<file path="src/rtl/core/scl_pkg.sv">
`timescale 1ns / 1ps
package scl_pkg;

  localparam int unsigned LineBitsDef   = 16;
  localparam int unsigned PosBitsDef    = 20;
  localparam int unsigned MaxTokLenDef  = 255;
  localparam int unsigned PrefixDepth   = 7;
  localparam int unsigned KindW         = 6;
  localparam int unsigned LenW          = 8;
  localparam int unsigned ErrW          = 2;

  localparam logic [KindW-1:0] KIND_END    = 6'd0;
  localparam logic [KindW-1:0] KIND_IDENT  = 6'd32;
  localparam logic [KindW-1:0] KIND_NUMBER = 6'd33;
  localparam logic [KindW-1:0] KIND_STRING = 6'd34;

  localparam logic [ErrW-1:0] ERR_NONE    = 2'd0;
  localparam logic [ErrW-1:0] ERR_STRING  = 2'd1;
  localparam logic [ErrW-1:0] ERR_COMMENT = 2'd2;
  localparam logic [ErrW-1:0] ERR_SYMBOL  = 2'd3;

  typedef enum logic [5:0] {
    MODE_IDLE    = 6'b000001,
    MODE_IDENT   = 6'b000010,
    MODE_NUMBER  = 6'b000100,
    MODE_STRING  = 6'b001000,
    MODE_SYMBOL  = 6'b010000,
    MODE_COMMENT = 6'b100000
  } mode_e;

  typedef struct packed {
    logic [KindW-1:0] kind;
    logic             line_dec;
    logic             err_flag;
    logic [ErrW-1:0]  err;
    logic             last;
    logic             use_pos;
  } tok_ctl_t;

  typedef logic [PrefixDepth-1:0][7:0] prefix_t;

  function automatic logic is_digit(input logic [7:0] c);
    return (c >= 8'h30) && (c <= 8'h39);
  endfunction

  function automatic logic is_alpha(input logic [7:0] c);
    return ((c >= 8'h61) && (c <= 8'h7a)) || ((c >= 8'h41) && (c <= 8'h5a));
  endfunction

  function automatic logic is_blank(input logic [7:0] c);
    return (c == 8'h20) || (c == 8'h09) || (c == 8'h0b) || (c == 8'h0c) || (c == 8'h0d);
  endfunction

  function automatic logic [KindW-1:0] single_kind(input logic [7:0] c);
    logic [KindW-1:0] k;
    k = KIND_END;
    case (c)
      8'h3b: k = 6'd11;
      8'h2c: k = 6'd12;
      8'h5b: k = 6'd13;
      8'h5d: k = 6'd14;
      8'h7b: k = 6'd15;
      8'h7d: k = 6'd16;
      8'h28: k = 6'd17;
      8'h29: k = 6'd18;
      8'h2b: k = 6'd25;
      8'h2d: k = 6'd26;
      8'h2a: k = 6'd27;
      8'h25: k = 6'd29;
      8'h26: k = 6'd31;
      default: k = KIND_END;
    endcase
    return k;
  endfunction

  function automatic logic [KindW-1:0] word_kind(input prefix_t p, input logic [LenW-1:0] n);
    logic [KindW-1:0] k;
    k = KIND_IDENT;
    if (n == 8'd3 && p[0] == "i" && p[1] == "n" && p[2] == "t") k = 6'd1;
    else if (n == 8'd4 && p[0] == "v" && p[1] == "o" && p[2] == "i" && p[3] == "d") k = 6'd2;
    else if (n == 8'd6 && p[0] == "s" && p[1] == "t" && p[2] == "r" && p[3] == "i" &&
             p[4] == "n" && p[5] == "g") k = 6'd3;
    else if (n == 8'd2 && p[0] == "i" && p[1] == "f") k = 6'd4;
    else if (n == 8'd4 && p[0] == "e" && p[1] == "l" && p[2] == "s" && p[3] == "e") k = 6'd5;
    else if (n == 8'd5 && p[0] == "w" && p[1] == "h" && p[2] == "i" && p[3] == "l" &&
             p[4] == "e") k = 6'd6;
    else if (n == 8'd6 && p[0] == "r" && p[1] == "e" && p[2] == "t" && p[3] == "u" &&
             p[4] == "r" && p[5] == "n") k = 6'd7;
    else if (n == 8'd5 && p[0] == "w" && p[1] == "r" && p[2] == "i" && p[3] == "t" &&
             p[4] == "e") k = 6'd8;
    else if (n == 8'd7 && p[0] == "w" && p[1] == "r" && p[2] == "i" && p[3] == "t" &&
             p[4] == "e" && p[5] == "l" && p[6] == "n") k = 6'd9;
    else if (n == 8'd4 && p[0] == "r" && p[1] == "e" && p[2] == "a" && p[3] == "d") k = 6'd10;
    return k;
  endfunction

endpackage

</file>
<file path="src/rtl/core/scl_front.sv">
`timescale 1ns / 1ps
module scl_front import scl_pkg::*; #(
  parameter int unsigned PosBits  = PosBitsDef
) (
  input  logic                clk_i,
  input  logic                rst_ni,
  input  logic                push_i,
  output logic                full_o,
  input  logic [7:0]          char_in_i,
  input  logic                end_of_input_i,
  output logic                req_valid_o,
  input  logic                req_ready_i,
  output logic [7:0]          req_char_o,
  output logic                req_eoi_o,
  output logic [PosBits-1:0]  req_pos_o
);

  logic [7:0]         char_q;
  logic               eoi_q;
  logic [PosBits-1:0] pos_q;
  logic               valid_q;
  logic [PosBits-1:0] bpos_q;
  logic               accept;

  assign full_o  = valid_q && !req_ready_i;
  assign accept  = push_i && !full_o;

  always_ff @(posedge clk_i or negedge rst_ni) begin
    if (!rst_ni) begin
      valid_q <= 1'b0;
      bpos_q  <= '0;
    end else begin
      if (accept) begin
        valid_q <= 1'b1;
        if (!end_of_input_i) bpos_q <= bpos_q + 1'b1;
      end else if (req_ready_i) begin
        valid_q <= 1'b0;
      end
    end
  end

  always_ff @(posedge clk_i) begin
    if (accept) begin
      char_q <= char_in_i;
      eoi_q  <= end_of_input_i;
      pos_q  <= bpos_q;
    end
  end

  assign req_valid_o = valid_q;
  assign req_char_o  = char_q;
  assign req_eoi_o   = eoi_q;
  assign req_pos_o   = pos_q;

endmodule

</file>
<file path="src/rtl/core/scl_back.sv">
`timescale 1ns / 1ps
module scl_back import scl_pkg::*; #(
  parameter int unsigned LineBits  = LineBitsDef,
  parameter int unsigned PosBits   = PosBitsDef,
  parameter int unsigned MaxTokLen = MaxTokLenDef
) (
  input  logic                 clk_i,
  input  logic                 rst_ni,
  input  logic                 req_valid_i,
  output logic                 req_ready_o,
  input  logic [7:0]           req_char_i,
  input  logic                 req_eoi_i,
  input  logic [PosBits-1:0]   req_pos_i,
  input  logic                 cfg_we_i,
  input  logic [15:0]          cfg_data_i,
  input  logic                 pop_i,
  output logic                 empty_o,
  output logic [KindW-1:0]     token_kind_o,
  output logic [LineBits-1:0]  line_number_o,
  output logic [PosBits-1:0]   start_offset_o,
  output logic [LenW-1:0]      token_length_o,
  output logic [ErrW-1:0]      error_code_o,
  output logic                 last_of_run_o
);

  typedef struct packed {
    logic [KindW-1:0]    kind;
    logic [LineBits-1:0] line;
    logic [PosBits-1:0]  start;
    logic [LenW-1:0]     len;
    logic [ErrW-1:0]     err;
    logic                last;
  } res_t;

  localparam logic [LenW-1:0] LenMax =
    (MaxTokLen > 255) ? 8'hff : LenW'(MaxTokLen);

  mode_e               mode_q, mode_d;
  logic [7:0]          held_q, held_d;
  prefix_t             pfx_q, pfx_d;
  logic [LenW-1:0]     rlen_q, rlen_d;
  logic [PosBits-1:0]  rstart_q, rstart_d;
  logic [LineBits-1:0] line_q, line_d;
  logic                halt_q, halt_d;

  // output queue, four entries
  res_t       fifo_q [4];
  logic [2:0] wp_q, rp_q;
  logic [2:0] cnt;
  res_t       r0, r1;
  logic       v0, v1;
  logic       step;
  logic [7:0] c;
  logic       eof;
  logic       consumed;
  logic [LenW-1:0] bump;
  logic [KindW-1:0] sk;

  assign cnt         = wp_q - rp_q;
  assign req_ready_o = (cnt <= 3'd2);
  assign step        = req_valid_i && req_ready_o;
  assign c           = req_char_i;
  assign eof         = req_eoi_i;
  assign bump        = (rlen_q < LenMax) ? rlen_q + 1'b1 : rlen_q;
  assign sk          = single_kind(c);

  always_comb begin
    mode_d   = mode_q;
    held_d   = held_q;
    pfx_d    = pfx_q;
    rlen_d   = rlen_q;
    rstart_d = rstart_q;
    line_d   = line_q;
    halt_d   = halt_q;
    v0 = 1'b0;
    v1 = 1'b0;
    r0 = '0;
    r1 = '0;
    consumed = 1'b0;
    if (!halt_q) begin
      unique case (mode_q)
        MODE_IDENT: begin
          if (!eof && (is_alpha(c) || is_digit(c) || c == "_")) begin
            if (rlen_q < LenW'(PrefixDepth)) pfx_d[rlen_q[2:0]] = c;
            rlen_d = bump;
            consumed = 1'b1;
          end else begin
            v0 = 1'b1;
            r0 = '{word_kind(pfx_q, rlen_q), line_q, rstart_q, rlen_q, ERR_NONE, 1'b0};
            mode_d = MODE_IDLE;
          end
        end
        MODE_NUMBER: begin
          if (!eof && is_digit(c)) begin
            rlen_d = bump;
            consumed = 1'b1;
          end else begin
            v0 = 1'b1;
            r0 = '{KIND_NUMBER, line_q, rstart_q, rlen_q, ERR_NONE, 1'b0};
            mode_d = MODE_IDLE;
          end
        end
        MODE_STRING: begin
          if (eof || c == 8'h0a) begin
            v0 = 1'b1;
            r0 = '{KIND_END, line_q, rstart_q, rlen_q, ERR_STRING, 1'b0};
            halt_d = 1'b1;
            mode_d = MODE_IDLE;
          end else begin
            rlen_d = bump;
            consumed = 1'b1;
            if (c == 8'h22) begin
              v0 = 1'b1;
              r0 = '{KIND_STRING, line_q, rstart_q, bump, ERR_NONE, 1'b0};
              mode_d = MODE_IDLE;
            end
          end
        end
        MODE_COMMENT: begin
          if (eof) begin
            v0 = 1'b1;
            r0 = '{KIND_END, line_q, rstart_q, rlen_q, ERR_COMMENT, 1'b0};
            halt_d = 1'b1;
            mode_d = MODE_IDLE;
          end else begin
            rlen_d = bump;
            consumed = 1'b1;
            if (held_q == "*" && c == "/") begin
              mode_d = MODE_IDLE;
            end else begin
              if (c == 8'h0a) line_d = line_q + 1'b1;
              held_d = c;
            end
          end
        end
        MODE_SYMBOL: begin
          if (!eof && held_q == "/" && c == "*") begin
            mode_d = MODE_COMMENT;
            held_d = "*";
            rlen_d = bump;
            consumed = 1'b1;
          end else if (!eof && c == "=" && held_q != "/") begin
            v0 = 1'b1;
            r0 = '{(held_q == "<") ? 6'd20 : (held_q == "=") ? 6'd21 :
                   (held_q == "!") ? 6'd22 : 6'd23,
                   line_q, rstart_q, LenW'(2), ERR_NONE, 1'b0};
            mode_d = MODE_IDLE;
            consumed = 1'b1;
          end else if (held_q == "!") begin
            v0 = 1'b1;
            r0 = '{KIND_END, line_q, rstart_q, LenW'(1), ERR_SYMBOL, 1'b0};
            halt_d = 1'b1;
            mode_d = MODE_IDLE;
          end else begin
            v0 = 1'b1;
            r0 = '{(held_q == "/") ? 6'd28 : (held_q == "<") ? 6'd19 :
                   (held_q == "=") ? 6'd30 : 6'd24,
                   line_q, rstart_q, LenW'(1), ERR_NONE, 1'b0};
            mode_d = MODE_IDLE;
          end
        end
        default: mode_d = MODE_IDLE;
      endcase

      if (!halt_d && !consumed) begin
        if (eof) begin
          v1 = 1'b1;
          r1 = '{KIND_END, line_d - 1'b1, req_pos_i, '0, ERR_NONE, 1'b0};
          mode_d = MODE_IDLE;
        end else begin
          rstart_d = req_pos_i;
          rlen_d   = LenW'(1);
          if (is_blank(c)) begin
          end else if (c == 8'h0a) begin
            line_d = line_d + 1'b1;
          end else if (is_digit(c)) begin
            mode_d = MODE_NUMBER;
          end else if (is_alpha(c)) begin
            mode_d = MODE_IDENT;
            pfx_d[0] = c;
          end else if (c == 8'h22) begin
            mode_d = MODE_STRING;
          end else if (c == "/" || c == "<" || c == "=" || c == ">" || c == "!") begin
            mode_d = MODE_SYMBOL;
            held_d = c;
          end else if (sk != KIND_END) begin
            v1 = 1'b1;
            r1 = '{sk, line_d, req_pos_i, LenW'(1), ERR_NONE, 1'b0};
          end else begin
            v1 = 1'b1;
            r1 = '{KIND_END, line_d, req_pos_i, LenW'(1), ERR_SYMBOL, 1'b0};
            halt_d = 1'b1;
            mode_d = MODE_IDLE;
          end
        end
      end
    end
    if (v1) r1.last = 1'b1;
    else r0.last = 1'b1;
    if (!v0) begin
      r0 = r1;
      v0 = v1;
      v1 = 1'b0;
    end
  end

  always_ff @(posedge clk_i or negedge rst_ni) begin
    if (!rst_ni) begin
      mode_q   <= MODE_IDLE;
      held_q   <= '0;
      rlen_q   <= '0;
      rstart_q <= '0;
      line_q   <= LineBits'(1);
      halt_q   <= 1'b0;
      wp_q     <= '0;
      rp_q     <= '0;
    end else begin
      if (cfg_we_i) line_q <= LineBits'(cfg_data_i);
      if (step) begin
        mode_q   <= mode_d;
        held_q   <= held_d;
        rlen_q   <= rlen_d;
        rstart_q <= rstart_d;
        halt_q   <= halt_d;
        if (!cfg_we_i) line_q <= line_d;
        wp_q     <= wp_q + {1'b0, v0 && v1, v0 && !v1};
      end
      if (pop_i && !empty_o) rp_q <= rp_q + 1'b1;
    end
  end

  always_ff @(posedge clk_i) begin
    if (step) begin
      pfx_q <= pfx_d;
      if (v0) fifo_q[wp_q[1:0]] <= r0;
      if (v1) fifo_q[wp_q[1:0] + 2'd1] <= r1;
    end
  end

  assign empty_o        = (cnt == 3'd0);
  assign token_kind_o   = fifo_q[rp_q[1:0]].kind;
  assign line_number_o  = fifo_q[rp_q[1:0]].line;
  assign start_offset_o = fifo_q[rp_q[1:0]].start;
  assign token_length_o = fifo_q[rp_q[1:0]].len;
  assign error_code_o   = fifo_q[rp_q[1:0]].err;
  assign last_of_run_o  = fifo_q[rp_q[1:0]].last;

  a_cnt_bound: assert property (@(posedge clk_i) disable iff (!rst_ni) cnt <= 3'd4)
    else $error("queue overflow");
  a_halt_quiet: assert property (@(posedge clk_i) disable iff (!rst_ni)
    halt_q && step |=> wp_q == $past(wp_q))
    else $error("result after halt");
  a_halt_sticky: assert property (@(posedge clk_i) disable iff (!rst_ni)
    halt_q |=> halt_q)
    else $error("halt cleared");

endmodule

</file>
<file path="src/rtl/core/source_char_lexer.sv">
`timescale 1ns / 1ps
// Flow: a byte enters the input register, then is scanned and its results are queued
// when the back end accepts it; the queue head drives the result ports directly.
// Throughput: one byte per cycle while the result queue holds two entries or fewer,
// else the front reports full; the queue has four entries (two results per byte at most).
// Reset clears scan state, positions and queues; the line counter loads 1.
module source_char_lexer import scl_pkg::*; #(
  parameter int unsigned LineBits  = LineBitsDef,
  parameter int unsigned PosBits   = PosBitsDef,
  parameter int unsigned MaxTokLen = MaxTokLenDef
) (
  input  logic                clk_i,
  input  logic                rst_ni,
  input  logic                push,
  output logic                full,
  input  logic [7:0]          char_in_i,
  input  logic                end_of_input_i,
  input  logic                cfg_valid,
  output logic                cfg_ready,
  input  logic [15:0]         cfg_data_i,
  output logic                empty,
  input  logic                pop,
  output logic [KindW-1:0]    token_kind_o,
  output logic [LineBits-1:0] line_number_o,
  output logic [PosBits-1:0]  start_offset_o,
  output logic [LenW-1:0]     token_length_o,
  output logic [ErrW-1:0]     error_code_o,
  output logic                last_of_run_o
);

  logic               rq_valid, rq_ready, rq_eoi;
  logic [7:0]         rq_char;
  logic [PosBits-1:0] rq_pos;

  assign cfg_ready = 1'b1;

  scl_front #(.PosBits(PosBits)) u_front (
    .clk_i, .rst_ni,
    .push_i(push), .full_o(full),
    .char_in_i, .end_of_input_i,
    .req_valid_o(rq_valid), .req_ready_i(rq_ready),
    .req_char_o(rq_char), .req_eoi_o(rq_eoi), .req_pos_o(rq_pos)
  );

  scl_back #(.LineBits(LineBits), .PosBits(PosBits), .MaxTokLen(MaxTokLen)) u_back (
    .clk_i, .rst_ni,
    .req_valid_i(rq_valid), .req_ready_o(rq_ready),
    .req_char_i(rq_char), .req_eoi_i(rq_eoi), .req_pos_i(rq_pos),
    .cfg_we_i(cfg_valid && cfg_ready), .cfg_data_i,
    .pop_i(pop), .empty_o(empty),
    .token_kind_o, .line_number_o, .start_offset_o,
    .token_length_o, .error_code_o, .last_of_run_o
  );

endmodule

</file>
<file path="config.mk">
export PLATFORM = sky130hd
export DESIGN_NAME = source_char_lexer
export DESIGN_NICKNAME = d
export VERILOG_FILES = /design/src/rtl/core/scl_pkg.sv /design/src/rtl/core/scl_front.sv /design/src/rtl/core/scl_back.sv /design/src/rtl/core/source_char_lexer.sv
export SDC_FILE = /design/constraint.sdc
export NUM_CORES = 1
export LEC_CHECK = 0
export BUFFER_PORTS_ARGS = -buffer_cell sky130_fd_sc_hd__buf_2
export CORE_ASPECT_RATIO = 0.9
export CORE_MARGIN = 1
export CORE_UTILIZATION = 41
export DETAILED_ROUTE_END_ITERATION = 10
export SKIP_CTS_REPAIR_TIMING = 1
export SYNTH_ARGS = -nofsm -noshare
export SYNTH_HDL_FRONTEND = slang
export SYNTH_SLANG_ARGS = --single-unit
</file>
<file path="constraint.sdc">
create_clock -name clk_i -period 6.55 [get_ports clk_i]
set_input_delay 0.655 -clock clk_i [delete_from_list [all_inputs] [get_ports clk_i]]
set_output_delay 0.655 -clock clk_i [all_outputs]
set_load 0.02 [all_outputs]
</file>
# Word level (Yosys, flattened, before mapping)
# Memory sizes are Yosys's and may differ from the RTL's.
# Index checks and enable logic that the tools add are counted.
[word_totals]
wordCells = 363
out_inout_bits = 56
ramBits = 212
n_memories = 1
in_bits = 30
register_bits = 171
[classes]
addsub = 9
order_cmp = 11
muxes = 154
reduce_logical = 89
eq_ne = 76
bitwise_logic = 3
[memory_table]
columns = ["name", "depth", "word_bits", "read_ports", "rd_ports_with_merged_regs", "wr", "line", "text"]
rows = [
  ["u_back.fifo_q", 4, 53, 1, 0, 2, "scl_back.sv:47", "res_t fifo_q [4];"],
]
[op_table]
columns = ["operator", "n"]
rows = [
  ["$mux 53", 18],
  ["$eq 8x7->1 const B", 37],
  ["$pmux 53 s5", 1],
  ["$mux 8", 29],
  ["$mux 16", 13],
  ["$mux 6", 30],
  ["$eq 8x6->1 const B", 21],
  ["$pmux 5 s13", 1],
  ["$logic_and 1x1->1", 63],
  ["$bwmux 56", 1],
  ["$mux 52", 1],
  ["$mux 1", 51],
  ["$mux 47", 1],
  ["$eq 8x4->1 const B", 5],
  ["$pmux 8 s5", 1],
  ["$add 16x1->16 const B", 2],
  ["$eq 8x3->1 const B", 4],
  ["$pmux 6 s5", 1],
  ["$demux 8 s3", 1],
  ["$add 20x1->20 const B", 1],
  ["$eq 8x2->1 const B", 2],
  ["$ge 8x7->1 const B", 2],
  ["$le 8x7->1 const B", 2],
  ["$pmux 8 s2", 1],
  ["32 further kinds", 53],
]

# Depth between registers and ports, before layout
# Gate-level depths: netlist (run 1).
[depth]
ltp_word = 22
mapped_depth = 19
mapped_depth_nobuf = 13

# By module
# Synthesis (run 1) repeated with hierarchy kept, for this count alone.
[unflattened]
hier_cells = 1721
area_unflattened_um2 = 20269.4
[modules_own_cells]
columns = ["module", "seq_area_each_um2", "cells_per_inst", "instances", "area_per_inst_um2"]
rows = [
  ["scl_back", 9356.5, 1610, 1, 18420.2],
  ["scl_front", 1396.3, 109, 1, 1838.0],
  ["source_char_lexer", 0.0, 2, 1, 11.3],
]

# Worst setup path before layout (run 1)
# No wires, ideal clock.
[synth_path]
path_kind = "register to register"
from = "register u_front.char_q[6] (netlist: u_front.req_char_o[6])"
to = "memory u_back.fifo_q[0][0] in the netlist's numbering (enable)"
period_less_slack_ns = 5.629
arrival_time_ns = 5.229
setup_time_ns = 0.399
n_path_buf = 5
required_time_ns = 6.151
path_slack_ns = 0.921
stages_incl_launch_ff = 16
cell_sequence = "edfxtp_1 > buf_2 > or4b_1 > buf_2 > or4_1 > clkbuf_1 > a21oi_2 > nor2_1 > a211oi_4 > inv_2 > buf_1 > ha_1 > clkbuf_1 > nor4_1 > nor2_1 > inv_1"
[synth_lines]
columns = ["element", "line", "text"]
rows = [
  ["start: declaration", "scl_front.sv:18", "logic [7:0] char_q;"],
  ["start signal: assignment", "scl_front.sv:44", "char_q <= char_in_i;"],
  ["end: declaration", "scl_back.sv:47", ""],
]

==> impl_metrics.yaml, run 1 <==
outcome:
  status: "completed"
sta:
  hold_viol: 0
  rsz0062_at_grt: "false"
  fmax_mhz: 188.3
  period_share_pct: 81.07
  worst_slew_pin_slew_ns: 1.059
  fin_setup_tns_ns: 0
  setup_viol: 0
  slew_viol_final: 0
  fin_crit_ns: 5.310
  relSlewSlack_pct: 29.40
  skew_ns: 0.02141
finish:
  drive_gt1_share_pct: 19.07
  nets: 1762
  fin_area_um2: 22390
  area_delta_synth_final_pct: 12.99
setup_path:
  crit_arrival_ns: 5.75
  endpoint_kind: "flop"
  crit_required_ns: 6.99
  start_kind: "flop"
  crit_type: "reg -> reg"
  crit_fanout: 30
yosys:
  yosysMostFrequentCell: "edfxtp_1"
  yosysTopAreaCell: "edfxtp_1"
  async_reset_ff_share_pct: 22.45
  synth_enable_flop_cells: 265
  synth.avg_cell_area_um2: 11.88
  ys_ff_latch: 383
  synth.top_cell.area_share_pct: 40.17
  synth_cell_type_count: 92
  yosys-top-cells-area: "edfxtp_1 (40%), dfrtp_1 (11%), mux4_2 (6.0%), a32o_1 (4.3%), dfxtp_1 (3.2%)"
  syn_nets: 1713
  yosys_warnings: 0
  synth_commonest_cells: "edfxtp_1 (265), nand2_1 (154), o21ai_0 (103), nor2_1 (92), a32o_1 (85)"
  seq_area_frac_synth_pct: 54.28
  synth_ff_type: "edfxtp_1"
  netlist_area_um2: 19810
  syn_inst: 1667
clock_tree:
  htree_levels: 2
  cts_buffers: 43
  clk_latency_ns: 0.58
  max-clock-path-buffers: 3
  clkTransAtPathRegs_ns: 0.06
  cts_tree: "yes"
  clock-root-buffer: "clkbuf_16"
  numClockSinks: 383
place:
  portBuffers: 84
  dp_hpwl_um: 39640
  placed_area_um2: 20900
  routabilityCongestion: 0.9443
grt:
  grt_overflow: 0
  antenna_found_initial: 1
  grtUsageTotal_pct: 24.16
  grt_pass1_wl_um: 89800
  grt_max_degree: 88
  grt_pass1_vias: 14460
min_path:
  hp-class: "in -> async"
routing:
  postRouteAntennaNets: 0
  drcViolationCount: 0
  wire_per_inst_um: 24.79
  dr.first_iter.drc_count: 1676
  wl_um: 58910
  vias: 14900
  vias_per_cell: 6.270
  first_pass_iters: 7
floorplanning:
  start_util_pct: 41.50
  core_area_um2: 47740
  rows: 76
  fp.dieW_um: 233.7
  pin_count: 86
  die-area_um2: 49210
  die_y_um: 210.5
flow_run:
  cap_violations: 0
power_and_ir_drop:
  powerDensity_nw_per_um2: 372.4
  power_leakage_nw: 7.439
  ir_worst_vdd_mv: 0.3250
-- layer usage --
metal  routed length (um)  track usage [%]  share of wire, %  vias to the layer above
met2                25190            34.42                43                      724
met1                26990            36.89                46                     7436
met3                 5308            4.735               9.0                       92
met5                    0                0                 0                        -
li1                     -                -                 -                     6645
met4                 1410            7.098               2.4                        0
-- worst max-delay path, cell delays in order, from the launching register on --
cell and delay (ns):
edfxtp_1 0.75, or4_1 0.66, o22a_1 0.22, a21oi_1 0.51, o22ai_1 0.35, a211oi_4 0.34
inv_1 0.08, buf_4 0.20, ha_1 0.32, or3_1 0.66, nor2_2 0.64, buf_12 0.26
a32o_1 0.15
-- final cells by class --
cell class / count / area, um^2
antenna: 1 / 2.502
clock buffer: 53 / 1144
clock inverter: 27 / 339.1
fill: 4351 / 25350
inverter: 29 / 108.9
multi-input combinational: 1132 / 8457
sequential: 383 / 10760
tap: 624 / 780.7
timing repair buffer: 127 / 795.8
-- power by group --
part           switching, W  total, W  internal [W]  leakage, nW
Clock               0.00102   0.00252       0.00150        0.723
Combinational       0.00154   0.00239      0.000853         3.06
Sequential         0.000483   0.00343       0.00295         3.66
Total               0.00304   0.00834       0.00530         7.44
-- logic make-up after synthesis --
family,Yosys count,share of synthesized area [%]
mux,100,8.652
simple gates,534,14.73
compound gates,421,15.26
other cells,1,0.01893
xor+xnor,60,2.798
fa+ha+maj,16,1.086
buf+inv,152,3.183
flops,383,54.28
-- flip-flops by register name (all words and copies together), names as in the netlist, 3 cells and up --
register            cells
u_front.req_pos_o      20
u_back.mode_q           6
u_back.fifo_q         212
u_back.line_q          16
u_front.bpos_q         20
u_back.rp_q             3
u_back.rstart_q        20
u_back.held_q           8
u_front.req_char_o      8
u_back.wp_q             3
u_back.pfx_q           56
u_back.rlen_q           8
-- stage by stage --
step	total power, W	cells	hold WS, ns	util, %	setup slack, ns
after floorplan	0.004967	1667	0.3594	-	0.9214
after global placement	0.005812	2295	0.4304	43.78	1.497
after detailed placement	0.005831	2295	0.4390	43.78	1.347
after CTS	0.008353	2375	0.01963	46.89	1.372
after global routing	0.008700	2375	0.04115	46.89	0.9705
final	0.008336	2376	0.03600	46.89	1.240
-- layout by cell type (no fill, tap or decap), drive strengths merged, types with 26 or more instances in the layout --
cell type / synthesis / final
xor2: 26 / 26
nand2: 154 / 154
dfrtp: 84 / 84
a21oi: 67 / 67
inv: 28 / 32
edfxtp: 265 / 265
nand3: 37 / 37
nand4: 26 / 26
clkbuf: 84 / 53
dfxtp: 32 / 32
xnor2: 33 / 33
mux2: 40 / 40
nor2: 94 / 94
buf: 39 / 127
a32o: 85 / 85
nor3: 40 / 40
mux4: 53 / 53
o22ai: 34 / 34
a22o: 49 / 49
o21ai: 111 / 111
-- final timing paths --
path                                  startpoint  slack, ns                     to  cells after the start
max in group asynchronous                 rst_ni       5.26       u_back.held_q[7]                      2
min in group clk_i                  char_in_i[5]       0.26  u_front.req_char_o[5]                      1
min reg2reg                  u_back.fifo_q[1][8]       0.45    u_back.fifo_q[1][8]                      2
max                        u_front.req_char_o[1]       1.24   u_back.fifo_q[2][13]                     12
min                                       rst_ni       0.04     u_back.rstart_q[8]                      1
max reg2reg                u_front.req_char_o[1]       1.24   u_back.fifo_q[2][13]                     12
Power figures use the tool's default switching activity.
==> run 2: changes to the inputs <==
==> constraint.sdc (replaced) <==
create_clock -name clk_i -period 4.75 [get_ports clk_i]
set_input_delay 0.475 -clock clk_i [delete_from_list [all_inputs] [get_ports clk_i]]
set_output_delay 0.475 -clock clk_i [all_outputs]
set_load 0.02 [all_outputs]
==> impl_metrics.yaml, run 2 (synthesis gave the netlist of run 1 again) <==
floorplanning:
  core_area_um2: 47740
  rows: 76
  fp.dieW_um: 233.7
  die_y_um: 210.5
  die-area_um2: 49210
  start_util_pct: 41.50
  pin_count: 86
finish:
  area_delta_synth_final_pct: 14.23
  largest_reg_flops: 212
  nets: 1793
  n_antenna_cell: 0
  final_cell_mix: "edfxtp_1 (265), nand2_1 (154), o21ai_0 (103)"
  fin_area_um2: 22630
  drive_gt1_share_pct: 20.66
  final_common_cell: "edfxtp_1"
  final_cells: 2405
sta:
  fin_crit_ns: 4.416
  hold_viol: 0
  worst_slew_pin_slew_ns: 0.9451
  period_share_pct: 92.97
  rsz0062_at_grt: "false"
  skew_ns: 0.03054
  slew_viol_final: 0
  relSlewSlack_pct: 37.00
  fmax_mhz: 226.5
  setup_viol: 0
power_and_ir_drop:
  pwr-share-comb_pct: 30.5
  power.switching_w: 0.004197
  p_sw_share_pct: 36.43
  clkPwrFrac_pct: 29.5
  ir_worst_vdd_mv: 0.3081
  powerDensity_nw_per_um2: 509.1
  power_leakage_nw: 7.550
  power.internal_w: 0.007324
  p_seq_share_pct: 40.0
routing:
  dr.first_iter.drc_count: 1766
  first_pass_iters: 11
  drcViolationCount: 12
  vias: 15000
  wl_um: 58510
  postRouteAntennaNets: 0
  vias_per_cell: 6.235
  wire_per_inst_um: 24.33
setup_path:
  crit_arrival_ns: 4.82
  r2r_end: "u_back.fifo_q[2][41]"
  r2r_cells: 14
  start_kind: "flop"
  crit_fanout: 28
  rr_startpoint: "u_front.req_char_o[0]"
  crit_type: "reg -> reg"
  crit_required_ns: 5.15
  r2r_setup_slack_ns: 0.33
  crit_end: "u_back.fifo_q[2][41]"
  endpoint_kind: "flop"
  crit_start: "u_front.req_char_o[0]"
clock_tree:
  numClockSinks: 383
  cts_tree: "yes"
  max-clock-path-buffers: 3
  clk_latency_ns: 0.59
  clkTransAtPathRegs_ns: 0.06
  clock-root-buffer: "clkbuf_16"
  htree_levels: 2
  cts_buffers: 42
grt:
  grt_pass1_vias: 14460
  grtUsageTotal_pct: 23.83
  grt_max_degree: 64
  grt_overflow: 0
  antenna_found_initial: 0
  grt_pass1_wl_um: 88810
place:
  dp_cells: 2327
  placed_area_um2: 21200
  routabilityCongestion: 0.8962
  portBuffers: 84
  dp_hpwl_um: 39330
outcome:
  status: "finished with violations"
  violations: "DRC"
flow_run:
  cap_violations: 0
min_path:
  hp-class: "in -> async"
-- run 2: changes by cell type in the layout (fill, tap and decap cells not counted), sizes merged --
cell      change
inv           -6
clkbuf        +1
diode         -1
buf          +32
clkinvlp      +3
-- run 2: through the flow --
step	worst slack, ns	power (W)	util [%]	TNS [ns]	hold slack (ns)
floorplan	-0.08735	0.006871	-	-6.849	0.1794
global placement	0.3651	0.008111	44.41	0	0.4303
detailed placement	0.4000	0.008143	44.41	0	0.4412
CTS	0.4018	0.01155	47.41	0	0.03498
global route	0.1070	0.01203	47.41	0	0.06787
finish	0.3341	0.01152	47.41	0	0.01679
-- run 2: power groups by stage --
| stage | sequential (W) | combinational [W] | clock [W] |
|---|---|---|---|
| floorplan | 0.00439 | 0.00248 | 0 |
| global placement | 0.00464 | 0.00347 | 0 |
| detailed placement | 0.00466 | 0.00348 | 0 |
| CTS | 0.00460 | 0.00350 | 0.00345 |
| global route | 0.00468 | 0.00379 | 0.00357 |
| finish | 0.00461 | 0.00351 | 0.00340 |
-- run 2: worst min-delay path by stage --
stage	startpoint	endpoint	slack [ns]	cells past startpoint
final	rst_ni	u_back.rstart_q[6]	0.02	1
after global routing	rst_ni	u_back.rstart_q[9]	0.07	1
after CTS	rst_ni	u_back.rstart_q[9]	0.03	1
after detailed placement	u_front.bpos_q[11]	u_front.req_pos_o[11]	0.44	0
after global placement	u_back.fifo_q[1][52]	u_back.fifo_q[1][52]	0.43	2
after floorplan	rst_ni	u_back.halt_q	0.18	0
-- run 2: final cells by class --
| type | count | area (um^2) |
|---|---|---|
| fillers | 4344 | 25110 |
| flip-flops and latches | 383 | 10760 |
| multi-input cells | 1132 | 8487 |
| clock buffers | 54 | 1116 |
| repair buffers | 159 | 1049 |
| well taps | 624 | 780.7 |
| clock inverters | 24 | 316.6 |
| inverters | 29 | 123.9 |
-- run 2: routing by layer --
metal	up-vias	track usage [%]	share of wire, %
li1	6714	-	-
met1	7525	34.78	45
met2	690	35.44	45
met3	67	5.885	9.2
met4	0	5.755	1.5
met5	-	0	0
-- run 2: worst max-delay path, cell delays in order, from the launching register on --
cell and delay [ns]:
edfxtp_1 0.38, buf_4 0.24, or4bb_1 0.66, or4_4 0.63
nand2_1 0.11, nand2_1 0.10, inv_1 0.10, ha_1 0.21
nand2_1 0.12, nor2_1 0.17, nand2_1 0.13, nor4_1 0.55
a2bb2oi_1 0.29, and2_1 0.25, o32ai_1 0.28
